## src/psg_pkg.sv

```systemverilog
// Package for the prime session guard: codes, widths and shared types.
// Depends on nothing; every module of the block imports it.
package psg_pkg;

    localparam int SESSION_HISTORY = 8;
    localparam int HOLD_HISTORY    = 8;
    localparam int SH_IW = (SESSION_HISTORY > 1) ? $clog2(SESSION_HISTORY) : 1;
    localparam int HH_IW = (HOLD_HISTORY > 1) ? $clog2(HOLD_HISTORY) : 1;
    localparam int SH_CW = $clog2(SESSION_HISTORY + 1);
    localparam int HH_CW = $clog2(HOLD_HISTORY + 1);

    localparam logic [31:0] LEASE_GRACE_RESET = 32'd3000;

    localparam logic [3:0] ACT_ACTIVATE  = 4'd0;
    localparam logic [3:0] ACT_QUERY     = 4'd1;
    localparam logic [3:0] ACT_CANCEL    = 4'd2;
    localparam logic [3:0] ACT_HSTART    = 4'd3;
    localparam logic [3:0] ACT_HTICK     = 4'd4;
    localparam logic [3:0] ACT_HSTOP     = 4'd5;
    localparam logic [3:0] ACT_PSTARTED  = 4'd6;
    localparam logic [3:0] ACT_PREFUSED  = 4'd7;
    localparam logic [3:0] ACT_PSTOPPED  = 4'd8;
    localparam logic [3:0] ACT_LEASE     = 4'd9;

    localparam logic [1:0] PH_OFF   = 2'd0;
    localparam logic [1:0] PH_READY = 2'd1;
    localparam logic [1:0] PH_RUN   = 2'd2;

    localparam logic [1:0] SRC_NONE   = 2'd0;
    localparam logic [1:0] SRC_FRONT  = 2'd1;
    localparam logic [1:0] SRC_FAUCET = 2'd2;
    localparam logic [1:0] SRC_ODD    = 2'd3;

    localparam logic [2:0] OUT_STOPPED = 3'd1;
    localparam logic [2:0] OUT_REFUSED = 3'd2;

    localparam logic [2:0] DEC_IGNORE  = 3'd0;
    localparam logic [2:0] DEC_START   = 3'd1;
    localparam logic [2:0] DEC_REFRESH = 3'd2;
    localparam logic [2:0] DEC_STOP    = 3'd3;
    localparam logic [2:0] DEC_RECSTOP = 3'd4;

    typedef struct packed {
        logic [3:0]  action;
        logic [1:0]  source;
        logic [7:0]  channel;
        logic [31:0] session_tok;
        logic [31:0] hold_tok;
        logic [31:0] now_time_ms;
        logic [2:0]  outcome_in;
        logic [31:0] elapsed_in;
        logic        tombstone_off;
    } item_t;

    typedef struct packed {
        logic        accepted;
        logic [2:0]  decision;
        logic        lease_expired;
        logic [1:0]  phase;
        logic [7:0]  channel;
        logic [1:0]  owner;
        logic [2:0]  outcome;
        logic [31:0] elapsed;
        logic [31:0] session_tok;
        logic [31:0] hold_tok;
        logic [31:0] revision;
    } result_t;

endpackage

```

## src/psg_front.sv

```systemverilog
// Front part: accepts items, folds source three into none, and queues them.
// Depends on psg_pkg.
module psg_front
    import psg_pkg::*;
(
    input  logic  clk,
    input  logic  rst_n,
    input  logic  in_valid,
    output logic  in_ready,
    input  item_t in_item,
    output logic  q_valid,
    input  logic  q_ready,
    output item_t q_item
);
    // two-entry queue
    item_t      mem_reg [2];
    logic       wp_reg, wp_next, rp_reg, rp_next;
    logic [1:0] cnt_reg, cnt_next;
    item_t      norm;
    logic       push, pop;

    always_comb
    begin
        norm = in_item;
        if (in_item.source == SRC_ODD)
        begin
            norm.source = SRC_NONE;
        end
    end

    assign in_ready = (cnt_reg != 2'd2);
    assign q_valid  = (cnt_reg != 2'd0);
    assign q_item   = mem_reg[rp_reg];
    assign push     = in_valid && in_ready;
    assign pop      = q_valid && q_ready;

    always_comb
    begin
        wp_next  = push ? ~wp_reg : wp_reg;
        rp_next  = pop ? ~rp_reg : rp_reg;
        cnt_next = cnt_reg + {1'b0, push} - {1'b0, pop};
    end

    always_ff @(posedge clk)
    begin
        if (push)
        begin
            mem_reg[wp_reg] <= norm;
        end
    end

    always_ff @(posedge clk or negedge rst_n)
    begin
        if (!rst_n)
        begin
            wp_reg  <= 1'b0;
            rp_reg  <= 1'b0;
            cnt_reg <= 2'd0;
        end
        else
        begin
            wp_reg  <= wp_next;
            rp_reg  <= rp_next;
            cnt_reg <= cnt_next;
        end
    end
endmodule

```

## src/psg_back.sv

```systemverilog
// Back part: history scans over cycles, session update, result register.
// Depends on psg_pkg.
module psg_back
    import psg_pkg::*;
(
    input  logic        clk,
    input  logic        rst_n,
    input  logic        q_valid,
    output logic        q_ready,
    input  item_t       q_item,
    input  logic [31:0] grace,
    output logic        res_valid,
    input  logic        res_ready,
    output result_t     res
);
    typedef enum logic [2:0] {
        ST_IDLE = 3'b001,
        ST_SCAN = 3'b010,
        ST_EXEC = 3'b100
    } state_t;

    state_t state_reg, state_next;
    item_t  it_reg;

    logic [31:0] sess_hist [SESSION_HISTORY];
    logic [31:0] hold_hist [2][HOLD_HISTORY];
    logic [SH_CW-1:0] sh_cnt_reg;
    logic [SH_IW-1:0] sh_nxt_reg;
    logic [HH_CW-1:0] hh_cnt_reg [2];
    logic [HH_IW-1:0] hh_nxt_reg [2];

    // scan position covers both rings; one entry of each per cycle
    localparam int SCW = $clog2((SESSION_HISTORY > HOLD_HISTORY ?
                                 SESSION_HISTORY : HOLD_HISTORY) + 1);
    localparam int SCAN_LEN = SESSION_HISTORY > HOLD_HISTORY ?
                              SESSION_HISTORY : HOLD_HISTORY;
    logic [SCW-1:0] scan_reg;
    logic           sseen_reg, hseen_reg;
    logic           side;

    logic [1:0]  phase_reg;
    logic [7:0]  chan_reg;
    logic [1:0]  owner_reg;
    logic [2:0]  outc_reg;
    logic [31:0] elap_reg, stok_reg, htok_reg, rev_reg, stamp_reg;

    logic        rv_reg;
    result_t     res_reg;

    assign side      = (it_reg.source == SRC_FAUCET);
    assign q_ready   = (state_reg == ST_IDLE) && (!rv_reg || res_ready);
    assign res_valid = rv_reg;
    assign res       = res_reg;

    always_comb
    begin
        state_next = state_reg;
        unique case (state_reg)
            ST_IDLE: if (q_valid && q_ready) state_next = ST_SCAN;
            ST_SCAN: if (scan_reg == SCW'(SCAN_LEN - 1)) state_next = ST_EXEC;
            ST_EXEC: state_next = ST_IDLE;
            default: state_next = ST_IDLE;
        endcase
    end

    // execution of one item
    logic        acc, sess_rem, hold_rem, do_bump, clr_hold;
    logic [2:0]  dec;
    logic [1:0]  ph_n, own_n;
    logic [7:0]  ch_n;
    logic [2:0]  oc_n;
    logic [31:0] el_n, st_n, ht_n, stamp_n, rev_n, rev_inc, age;
    logic        match, holder;

    always_comb
    begin
        acc = 1'b0; dec = DEC_IGNORE; sess_rem = 1'b0; hold_rem = 1'b0;
        do_bump = 1'b0; clr_hold = 1'b0;
        ph_n = phase_reg; ch_n = chan_reg; own_n = owner_reg; oc_n = outc_reg;
        el_n = elap_reg; st_n = stok_reg; ht_n = htok_reg; stamp_n = stamp_reg;
        match  = (phase_reg != PH_OFF) && (chan_reg == it_reg.channel)
                 && (stok_reg == it_reg.session_tok);
        holder = (owner_reg == it_reg.source) && (htok_reg == it_reg.hold_tok);
        unique case (it_reg.action)
            ACT_ACTIVATE:
                if (it_reg.channel <= 8'd1 && it_reg.session_tok != 32'd0)
                begin
                    if (match)
                    begin
                        stamp_n = it_reg.now_time_ms; acc = 1'b1;
                    end
                    else if (!sseen_reg && phase_reg == PH_OFF)
                    begin
                        ph_n = PH_READY; ch_n = it_reg.channel; own_n = SRC_NONE;
                        oc_n = 3'd0; el_n = 32'd0; st_n = it_reg.session_tok;
                        ht_n = 32'd0; stamp_n = it_reg.now_time_ms;
                        clr_hold = 1'b1; sess_rem = 1'b1; do_bump = 1'b1;
                        acc = 1'b1;
                    end
                end
            ACT_QUERY:
                if (phase_reg != PH_OFF && it_reg.session_tok != 32'd0
                    && it_reg.session_tok == stok_reg)
                begin
                    stamp_n = it_reg.now_time_ms; acc = 1'b1;
                end
            ACT_CANCEL:
                if (it_reg.session_tok != 32'd0)
                begin
                    if (phase_reg == PH_OFF)
                    begin
                        if (it_reg.tombstone_off)
                        begin
                            if (sseen_reg)
                            begin
                                acc = (stok_reg == it_reg.session_tok);
                            end
                            else
                            begin
                                sess_rem = 1'b1; own_n = SRC_NONE;
                                oc_n = it_reg.outcome_in; el_n = it_reg.elapsed_in;
                                st_n = it_reg.session_tok; ht_n = 32'd0;
                                do_bump = 1'b1; acc = 1'b1;
                            end
                        end
                    end
                    else if (it_reg.session_tok == stok_reg)
                    begin
                        ph_n = PH_OFF; own_n = SRC_NONE; oc_n = it_reg.outcome_in;
                        el_n = it_reg.elapsed_in; do_bump = 1'b1; acc = 1'b1;
                    end
                end
            ACT_HSTART:
                if (it_reg.source != SRC_NONE && it_reg.hold_tok != 32'd0 && match)
                begin
                    if (phase_reg == PH_READY && !hseen_reg)
                    begin
                        hold_rem = 1'b1; dec = DEC_START;
                        if (it_reg.source == SRC_FRONT) stamp_n = it_reg.now_time_ms;
                    end
                    else if (phase_reg == PH_RUN)
                    begin
                        if (holder)
                        begin
                            dec = DEC_REFRESH;
                            if (it_reg.source == SRC_FRONT)
                                stamp_n = it_reg.now_time_ms;
                        end
                        else if (!hseen_reg)
                        begin
                            hold_rem = 1'b1;
                        end
                    end
                end
            ACT_HTICK:
                if (phase_reg == PH_RUN && holder && match)
                begin
                    dec = DEC_REFRESH;
                    if (it_reg.source == SRC_FRONT) stamp_n = it_reg.now_time_ms;
                end
            ACT_HSTOP:
                if (it_reg.source != SRC_NONE && it_reg.hold_tok != 32'd0 && match)
                begin
                    if (phase_reg == PH_RUN)
                    begin
                        if (holder) dec = DEC_STOP;
                    end
                    else if (phase_reg == PH_READY && !hseen_reg)
                    begin
                        hold_rem = 1'b1;
                        if (it_reg.source == SRC_FRONT) stamp_n = it_reg.now_time_ms;
                        own_n = SRC_NONE; oc_n = OUT_STOPPED; el_n = 32'd0;
                        ht_n = it_reg.hold_tok; do_bump = 1'b1; dec = DEC_RECSTOP;
                    end
                end
            ACT_PSTARTED:
                if (phase_reg == PH_READY && it_reg.source != SRC_NONE
                    && it_reg.hold_tok != 32'd0)
                begin
                    ph_n = PH_RUN; own_n = it_reg.source; oc_n = 3'd0;
                    el_n = 32'd0; ht_n = it_reg.hold_tok; do_bump = 1'b1;
                end
            ACT_PREFUSED:
                if (phase_reg == PH_READY && it_reg.hold_tok != 32'd0)
                begin
                    own_n = SRC_NONE; oc_n = OUT_REFUSED; el_n = 32'd0;
                    ht_n = it_reg.hold_tok; do_bump = 1'b1;
                end
            ACT_PSTOPPED:
                if (phase_reg == PH_RUN)
                begin
                    ph_n = PH_READY; own_n = SRC_NONE; oc_n = it_reg.outcome_in;
                    el_n = it_reg.elapsed_in; do_bump = 1'b1;
                end
            default: ;
        endcase
        rev_inc = rev_reg + 32'd1;
        rev_n   = do_bump ? ((rev_inc == 32'd0) ? 32'd1 : rev_inc) : rev_reg;
        age     = it_reg.now_time_ms - stamp_n;
    end

    always_ff @(posedge clk)
    begin
        if (state_reg == ST_IDLE && q_valid && q_ready)
        begin
            it_reg <= q_item;
        end
        if (state_reg == ST_EXEC && sess_rem)
        begin
            sess_hist[sh_nxt_reg] <= it_reg.session_tok;
        end
        if (state_reg == ST_EXEC && hold_rem)
        begin
            hold_hist[side][hh_nxt_reg[side]] <= it_reg.hold_tok;
        end
        if (state_reg == ST_EXEC)
        begin
            res_reg <= '{acc, dec, (ph_n != PH_OFF) && (age > grace), ph_n, ch_n,
                         own_n, oc_n, el_n, st_n, ht_n, rev_n};
        end
    end

    always_ff @(posedge clk or negedge rst_n)
    begin
        if (!rst_n)
        begin
            state_reg <= ST_IDLE;
            scan_reg  <= '0;
            sseen_reg <= 1'b0;
            hseen_reg <= 1'b0;
            rv_reg    <= 1'b0;
            phase_reg <= PH_OFF; chan_reg <= 8'd0; owner_reg <= SRC_NONE;
            outc_reg <= 3'd0; elap_reg <= 32'd0; stok_reg <= 32'd0;
            htok_reg <= 32'd0; rev_reg <= 32'd0; stamp_reg <= 32'd0;
            sh_cnt_reg <= '0; sh_nxt_reg <= '0;
            hh_cnt_reg[0] <= '0; hh_cnt_reg[1] <= '0;
            hh_nxt_reg[0] <= '0; hh_nxt_reg[1] <= '0;
        end
        else
        begin
            state_reg <= state_next;
            if (rv_reg && res_ready) rv_reg <= 1'b0;
            unique case (state_reg)
                ST_IDLE:
                begin
                    scan_reg  <= '0;
                    sseen_reg <= 1'b0;
                    hseen_reg <= 1'b0;
                end
                ST_SCAN:
                begin
                    scan_reg <= scan_reg + SCW'(1);
                    if (scan_reg < SCW'(SESSION_HISTORY) && scan_reg < sh_cnt_reg
                        && sess_hist[scan_reg[SH_IW-1:0]] == it_reg.session_tok)
                        sseen_reg <= 1'b1;
                    if (scan_reg < SCW'(HOLD_HISTORY) && scan_reg < hh_cnt_reg[side]
                        && hold_hist[side][scan_reg[HH_IW-1:0]] == it_reg.hold_tok)
                        hseen_reg <= 1'b1;
                end
                ST_EXEC:
                begin
                    rv_reg <= 1'b1;
                    phase_reg <= ph_n; chan_reg <= ch_n; owner_reg <= own_n;
                    outc_reg <= oc_n; elap_reg <= el_n; stok_reg <= st_n;
                    htok_reg <= ht_n; rev_reg <= rev_n; stamp_reg <= stamp_n;
                    if (sess_rem)
                    begin
                        sh_nxt_reg <= (sh_nxt_reg == SH_IW'(SESSION_HISTORY - 1))
                                      ? '0 : sh_nxt_reg + SH_IW'(1);
                        if (sh_cnt_reg < SH_CW'(SESSION_HISTORY))
                            sh_cnt_reg <= sh_cnt_reg + SH_CW'(1);
                    end
                    if (clr_hold)
                    begin
                        hh_cnt_reg[0] <= '0; hh_cnt_reg[1] <= '0;
                        hh_nxt_reg[0] <= '0; hh_nxt_reg[1] <= '0;
                    end
                    else if (hold_rem)
                    begin
                        hh_nxt_reg[side] <= (hh_nxt_reg[side] == HH_IW'(HOLD_HISTORY - 1))
                                            ? '0 : hh_nxt_reg[side] + HH_IW'(1);
                        if (hh_cnt_reg[side] < HH_CW'(HOLD_HISTORY))
                            hh_cnt_reg[side] <= hh_cnt_reg[side] + HH_CW'(1);
                    end
                end
                default: ;
            endcase
        end
    end
endmodule

```

## src/prime_session_guard.sv

```systemverilog
// Top level of the prime session guard: front queue, back engine, grace register.
// Depends on psg_pkg, psg_front and psg_back.
//
// Usage:
//   in_valid/in_ready carry one event item (action, source, tokens, time and
//   the outcome fields). out_valid/out_ready return exactly one result item
//   per event: accepted, decision, lease_expired and the session snapshot.
//   cfg_valid/cfg_ready write lease_grace_ms; cfg_ready is always high, and
//   writes belong only to idle periods.
// Operation:
//   A two-entry queue takes items while the back end works. The back end
//   loads an item, scans the histories (the larger of SESSION_HISTORY and
//   HOLD_HISTORY entries, 8 here) comparing one session and one hold entry
//   at a time, and then executes it. It takes no new item until it has
//   executed the last one and its result is taken or being taken.
// Reset:
//   rst_n clears the session to Off, the revision, the lease stamp and all
//   history counts; grace returns to 3000 ms. History contents are not cleared.
// Stall:
//   When out_ready is low the result is held and the back end waits; the
//   front queue keeps taking items until both entries are full.
module prime_session_guard
    import psg_pkg::*;
(
    input  logic        clk,
    input  logic        rst_n,
    input  logic        in_valid,
    output logic        in_ready,
    input  logic [3:0]  action,
    input  logic [1:0]  source,
    input  logic [7:0]  channel,
    input  logic [31:0] session_tok,
    input  logic [31:0] hold_tok,
    input  logic [31:0] now_time_ms,
    input  logic [2:0]  outcome_in,
    input  logic [31:0] elapsed_in,
    input  logic        tombstone_off,
    input  logic        cfg_valid,
    output logic        cfg_ready,
    input  logic [31:0] cfg_data,
    output logic        out_valid,
    input  logic        out_ready,
    output logic        accepted,
    output logic [2:0]  decision,
    output logic        lease_expired,
    output logic [1:0]  phase_out,
    output logic [7:0]  channel_out,
    output logic [1:0]  owner_out,
    output logic [2:0]  outcome_out,
    output logic [31:0] elapsed_out,
    output logic [31:0] session_tok_out,
    output logic [31:0] hold_tok_out,
    output logic [31:0] revision_out
);
    item_t       in_item, q_item;
    logic        q_valid, q_ready;
    result_t     res;
    logic [31:0] grace_reg;

    assign in_item = '{action, source, channel, session_tok, hold_tok,
                       now_time_ms, outcome_in, elapsed_in, tombstone_off};

    // hold the lease grace; always ready for a write
    assign cfg_ready = 1'b1;
    always_ff @(posedge clk or negedge rst_n)
    begin
        if (!rst_n)
        begin
            grace_reg <= LEASE_GRACE_RESET;
        end
        else if (cfg_valid)
        begin
            grace_reg <= cfg_data;
        end
    end

    psg_front u_front (
        .clk      (clk),
        .rst_n    (rst_n),
        .in_valid (in_valid),
        .in_ready (in_ready),
        .in_item  (in_item),
        .q_valid  (q_valid),
        .q_ready  (q_ready),
        .q_item   (q_item)
    );

    psg_back u_back (
        .clk       (clk),
        .rst_n     (rst_n),
        .q_valid   (q_valid),
        .q_ready   (q_ready),
        .q_item    (q_item),
        .grace     (grace_reg),
        .res_valid (out_valid),
        .res_ready (out_ready),
        .res       (res)
    );

    assign accepted        = res.accepted;
    assign decision        = res.decision;
    assign lease_expired   = res.lease_expired;
    assign phase_out       = res.phase;
    assign channel_out     = res.channel;
    assign owner_out       = res.owner;
    assign outcome_out     = res.outcome;
    assign elapsed_out     = res.elapsed;
    assign session_tok_out = res.session_tok;
    assign hold_tok_out    = res.hold_tok;
    assign revision_out    = res.revision;
endmodule

```

## config.mk

```make
export PLATFORM = sky130hd
export DESIGN_NAME = prime_session_guard
export DESIGN_NICKNAME = d
export VERILOG_FILES = /design/src/psg_pkg.sv /design/src/psg_front.sv /design/src/psg_back.sv /design/src/prime_session_guard.sv
export SDC_FILE = /design/constraint.sdc
export NUM_CORES = 2
export LEC_CHECK = 0
export ABC_AREA = 1
export BUFFER_PORTS_ARGS = -buffer_cell sky130_fd_sc_hd__buf_2
export CAP_MARGIN = 5
export CORE_ASPECT_RATIO = 1.5
export CORE_MARGIN = 3
export CORE_UTILIZATION = 40
export CTS_CLUSTER_DIAMETER = 40
export DETAILED_ROUTE_END_ITERATION = 16
export MAX_ROUTING_LAYER = met4
export SYNTH_ARGS = -nofsm -noshare
export SYNTH_HDL_FRONTEND = slang
export SYNTH_SLANG_ARGS = --single-unit
```

## constraint.sdc

```tcl
create_clock -name clk -period 9.54 [get_ports clk]
set_input_delay 1.431 -clock clk [delete_from_list [all_inputs] [get_ports clk]]
set_output_delay 1.431 -clock clk [all_outputs]
set_load 0.01 [all_outputs]
```

Yosys cells after proc, flatten, opt, wreduce, memory -nomap -nowiden
Memory sizes are Yosys's and may differ from the RTL's. A register that Yosys moved wholly into a read port is not among the register bits.
Cells that the tools add are included.
{"block": "word_totals", "reg_bits": 390, "mem_bits_rw": 1060, "in_bits": 183, "out_inout_bits": 151, "elab_cells": 328, "mem_count": 3}
{"block": "op_classes", "n_addsub": 9, "n_lt_le_gt_ge": 12, "n_eq_ne": 31, "mux": 179, "n_bitwise": 5, "n_reduce_logical": 54}
{"memory": "u_back.hold_hist", "depth": 2, "word_bits": 256, "rd": 1, "rd_ports_with_merged_regs": 0, "write_ports": 1, "line_no": "psg_back.sv:26", "text": "logic [31:0] hold_hist [2][HOLD_HISTORY];"}
{"memory": "u_front.mem_reg", "depth": 2, "word_bits": 146, "rd": 1, "rd_ports_with_merged_regs": 1, "write_ports": 1, "line_no": "psg_front.sv:16", "text": "item_t mem_reg [2];"}
{"memory": "u_back.sess_hist", "depth": 8, "word_bits": 32, "rd": 1, "rd_ports_with_merged_regs": 0, "write_ports": 1, "line_no": "psg_back.sv:25", "text": "logic [31:0] sess_hist [SESSION_HISTORY];"}
{"op": "$mux 32", "n": 51}
{"op": "$pmux 32 s5", "n": 2}
{"op": "$mux 256", "n": 1}
{"op": "$pmux 32 s6", "n": 1}
{"op": "$eq 32x32->1", "n": 5}
{"op": "$bmux 32 s3", "n": 1}
{"op": "$demux 32 s3", "n": 1}
{"op": "$mux 3", "n": 28}
{"op": "$pmux 32 s2", "n": 1}
{"op": "$reduce_bool 32->1", "n": 2}
{"op": "$mux 8", "n": 7}
{"op": "$mux 2", "n": 26}
{"op": "$mux 1", "n": 38}
{"op": "$add 32x1->32 const B", "n": 1}
{"op": "$gt 32x32->1", "n": 1}
{"op": "$logic_not 32->1", "n": 1}
{"op": "$sub 32x32->32", "n": 1}
{"op": "$logic_and 1x1->1", "n": 30}
{"op": "$eq 4x3->1 const B", "n": 5}
{"op": "$pmux 3 s6", "n": 1}
{"op": "$mux 4", "n": 4}
{"op": "$reduce_bool 2->1", "n": 8}
{"op": "$add 4x1->4 const B", "n": 3}
{"op": "$lt 4x4->1 const B", "n": 3}
{"op": "43 further kinds", "n": 68}

Depth between registers and ports, before layout
{"block": "depth", "depth_word": 11, "mapped_depth": 42, "depth_no_buf": 42}

By module
Synthesis repeated with hierarchy kept, for this count alone.
{"block": "hier_totals", "hier_cells": 6316, "hier_area_um2": 69381.5}
{"mod": "psg_back", "n_inst": 1, "cells_each": 5380, "area_each_um2": 57188.6}
{"mod": "psg_front", "n_inst": 1, "cells_each": 798, "area_each_um2": 10880.4}
{"mod": "prime_session_guard", "n_inst": 1, "cells_each": 138, "area_each_um2": 1312.5}

Least setup slack after synthesis
No wires, ideal clock.
{"block": "synth_timing", "path_kind": "in2reg", "from": "in in_valid", "to": "mem u_front.mem_reg[1][0] (netlist name), enable pin", "setup_time_ps": 655, "arrival_time_ps": 7603, "t_required_ps": 8885, "path_slack_ps": 1282, "stages": 2, "n_path_buf": 0, "cell_sequence": "nand2_1 > nor2_1"}
{"block": "synth_via", "elab_chain_cells": 3}
{"item": "start: declaration", "line_no": "prime_session_guard.sv:27", "text": "input logic in_valid,"}
{"item": "$logic_and 1x1->1", "line_no": "psg_front.sv:34", "text": "assign push = in_valid && in_ready;"}
{"item": "$mux 1", "line_no": "psg_front.sv:46", "text": "if (push)"}
{"item": "$mux 1 (not written as such)", "line_no": "psg_front.sv:48", "text": "mem_reg[wp_reg] <= norm;"}
{"item": "end: declaration", "line_no": "psg_front.sv:16"}
No other way between the ends.

Final worst setup path
{"block": "layout_timing", "from": "reg, netlist name u_back.it_reg[85]", "to": "reg u_back.res_reg (netlist bit u_back.res[143]), data pin"}
{"block": "layout_via", "elab_chain_cells": 10, "word_cells_on_any_way": 21, "classes_between": "add/sub: 1; order compare: 1; eq/ne: 1; mux: 9; reduce/logical: 9"}
{"item": "$eq 32x32->1", "line_no": "psg_back.sv:83", "text": "holder = (owner_reg == it_reg.source) && (htok_reg == it_reg.hold_tok);"}
{"item": "$logic_and 1x1->1", "line_no": "psg_back.sv:83"}
{"item": "$mux 32", "line_no": "psg_back.sv:143", "text": "if (holder)"}
{"item": "$mux 32", "line_no": "psg_back.sv:141", "text": "else if (phase_reg == PH_RUN)"}
{"item": "$mux 32", "line_no": "psg_back.sv:136", "text": "if (phase_reg == PH_READY && !hseen_reg)"}
{"item": "$mux 32", "line_no": "psg_back.sv:134", "text": "if (it_reg.source != SRC_NONE && it_reg.hold_tok != 32'd0 && match)"}
{"item": "$pmux 32 s5 (*)", "line_no": "psg_back.sv:84", "text": "unique case (it_reg.action)"}
{"item": "named net u_back.stamp_n[0]", "line_no": "psg_back.sv:72", "text": "logic [31:0] el_n, st_n, ht_n, stamp_n, rev_n, rev_inc, age;"}
{"item": "$sub 32x32->32 (*)", "line_no": "psg_back.sv:199", "text": "age = it_reg.now_time_ms - stamp_n;"}
{"item": "$gt 32x32->1 (*)", "line_no": "psg_back.sv:218", "text": "res_reg <= '{acc, dec, (ph_n != PH_OFF) && (age > grace), ph_n, ch_n,"}
{"item": "$logic_and 1x1->1 (*)", "line_no": "psg_back.sv:218"}
{"item": "end signal: assignment", "line_no": "psg_back.sv:218"}
{"item": "end: declaration", "line_no": "psg_back.sv:48", "text": "result_t res_reg;"}
The timed path passes the listed nets; every way through them passes the cells marked *.
A chain may end at the register's enable or synchronous reset.

==> results.cfg <==
[floorplan]
rows = 184
ios = 334
core-area_um2 = 169000
start_util_pct = 40.4
die_y_um = 512
fp.dieW_um = 343
die-area_um2 = 175000

[setup_path]
worst_path_max_delay_cell = edfxtp_1
cpPeakStageDelay_ps = 670
crit_top_cell = nand2_1
r2r_end = u_back.res[143]
end_kind = flop
r2r_start = u_back.it_reg[85]
r2r_setup_slack_ps = 1980
r2r_cells = 39
crit_path_max_fanout = 27
crit_required_ps = 10070
criticalPathCategory = reg -> reg
path_buf_inv = 4
arrival_ps = 8090
start_kind = flop
critical_path.top_delay_family = simple AND/OR/NAND/NOR gates

[synthesis]
yosys.area_share.adder_pct = 1.46
ys_types = 67
synthXorXnorAreaFrac_pct = 1.41
synth_edf_count = 1354
synth-async-reset-ratio_pct = 15.2
syn-cell-area_um2 = 68200
synth_seq_cells = 1596
netlist_instances = 5820
syn_avg_cell_area_um2 = 11.7
synth_compound_area_share_pct = 9.63
synth_top_family_by_area = simple AND/OR/NAND/NOR gates
synthFlopType = edfxtp_1
synthesis.nets = 6082
synth.area.mux_share_pct = 2.44
yosysWarnings = 0
ys_seq_area_share_pct = 68.6
yosys.area_share.simple_pct = 12.7

[drt]
wire_per_inst_um = 22.3
num_vias = 45964
viasPerCell = 5.40
dr.pass1.iters = 7
drc = 0
drt_iter0_drc = 4492
antenna_left = 0
drt_wl_total_mm = 190

[placed_design]
io_buffer_count = 332
dp.cells = 8187
hpwl_mm = 119
placed_area_um2 = 72400
place.gp.congestion = 0.922
preCtsSetupSlack_ps = 2110

[clock_network]
htreeDepth = 4
cts_buffers = 157
clkSinkCount = 1596
cts_resized = 0
root_buffer = clkbuf_16
clock_latency_ps = 790
post_cts.repair.setup_buffers = 0
hold_buffers = 0
cts_max_path_buffers = 3
cts_tree = yes
clk_pin_slew_ps = 70

[global_routing]
gr-total-overflow = 0
grt_max_degree = 200
grt_pass1_wl_mm = 283
antenna_found_initial = 27
grt.total_usage_pct = 21.9
grt_pass1_vias = 45060

[timing]
setup_viol = 0
fin_crit_ps = 7560
layout_worst_path_cycle_share_pct = 79.2
worstMarginPinSlew_ps = 1200
holdWs_ps = 476
rsz0062_at_grt = false
fmax_mhz = 132
final_max_slew_viol_count = 0
slew_headroom_pct = 20.0
setup_ws_ps = 1980
finalSetupTns_ps = 0
hold_violations = 0
finalClockSkew_ps = 30.3

[min_path]
whs_path_depth = 2
hp-start = u_back.hh_cnt_reg[7]
min_path_type = reg -> reg
worstHoldEndpoint = u_back.hh_cnt_reg[7]

[run]
maxCapViolations = 0

[finish]
final_common_cell = nand2_1
largest_reg_flops = 512
final_cells = 8507
area_growth_pct = 14.3
final_cell_mix = nand2_1, edfxtp_1, o21ai_0
final_nets = 6376
postLayoutCellArea_um2 = 77900
drive_above_1_share_pct = 15.6

[pwr]
p_per_area_nw_per_um2 = 293
peakVddDrop_mv = 0.211
power_leakage_nw = 28.6

[status]
outcome = finished clean
where the power goes:
group	internal [mW]	switching (mW)	total, mW
Sequential	9.10	0.906	10.0
Clock	3.72	2.77	6.49
Combinational	1.91	4.42	6.32
metrics by stage:
step,total power [mW],util [%]
2_1_floorplan,14.2,-
3_3_place_gp,16.3,43.0
3_5_place_dp,16.5,43.0
4_1_cts,23.0,46.2
5_1_grt,24.0,46.2
6_report,22.8,46.2
layer usage:
layer	track usage (%)	share of wire, %
met1	28.3	42
met2	35.6	49
met3	3.80	6.7
met4	6.43	2.9
met5	-	0
worst min-delay path, cell delays in order, from the launching register on:
cell and delay [ps]:
dfrtp_1 340, nand2_1 50, o21ai_0 60
cell type report:
type,instances,area [µm²]
multi-input combinational,3554,19100
clock inverter,82,1050
clock buffer,214,4380
tap,2232,2790
sequential,1596,46700
antenna,24,60.1
fill,15284,90600
inverter,394,1500
timing repair buffer,411,2290
worst max-delay path by stage:
stage,from,cells past startpoint,to
6_report,u_back.it_reg[85],39,u_back.res[143]
3_5_place_dp,u_back.it_reg[85],39,u_back.res[143]
4_1_cts,u_back.it_reg[85],39,u_back.res[143]
5_1_grt,u_back.it_reg[79],38,u_back.res[143]
2_1_floorplan,in_valid,2,u_front.mem_reg[1][0]
3_3_place_gp,u_back.it_reg[85],39,u_back.res[143]
logic make-up (layout without fill, tap and decap cells):
logic type	count (synthesis)	after routing
flops	1596	1596
other cells	1	25
buf+inv	670	1101
mux	148	148
fa+ha+maj	79	79
simple gates	2104	2104
compound gates	1113	1113
xor+xnor	109	109
cells in the mapped netlist, types with 31 or more instances:
master | number | area [µm²]
o21ai_1 | 31 | 155
nand3_1 | 251 | 1260
nand4_1 | 34 | 213
buf_2 | 56 | 280
o22ai_1 | 130 | 813
nor3_1 | 42 | 210
o211ai_1 | 82 | 616
nor2_1 | 339 | 1270
clkbuf_1 | 175 | 657
edfxtp_1 | 1354 | 40700
inv_2 | 58 | 218
buf_1 | 41 | 154
xor2_1 | 86 | 753
o21ai_0 | 503 | 2520
a21oi_1 | 202 | 1010
dfrtp_1 | 234 | 5860
ha_1 | 78 | 976
nand2_1 | 1368 | 5130
inv_1 | 331 | 1240
a32o_1 | 54 | 541
mux2_2 | 147 | 1660
(Power assumes the default switching activity.)
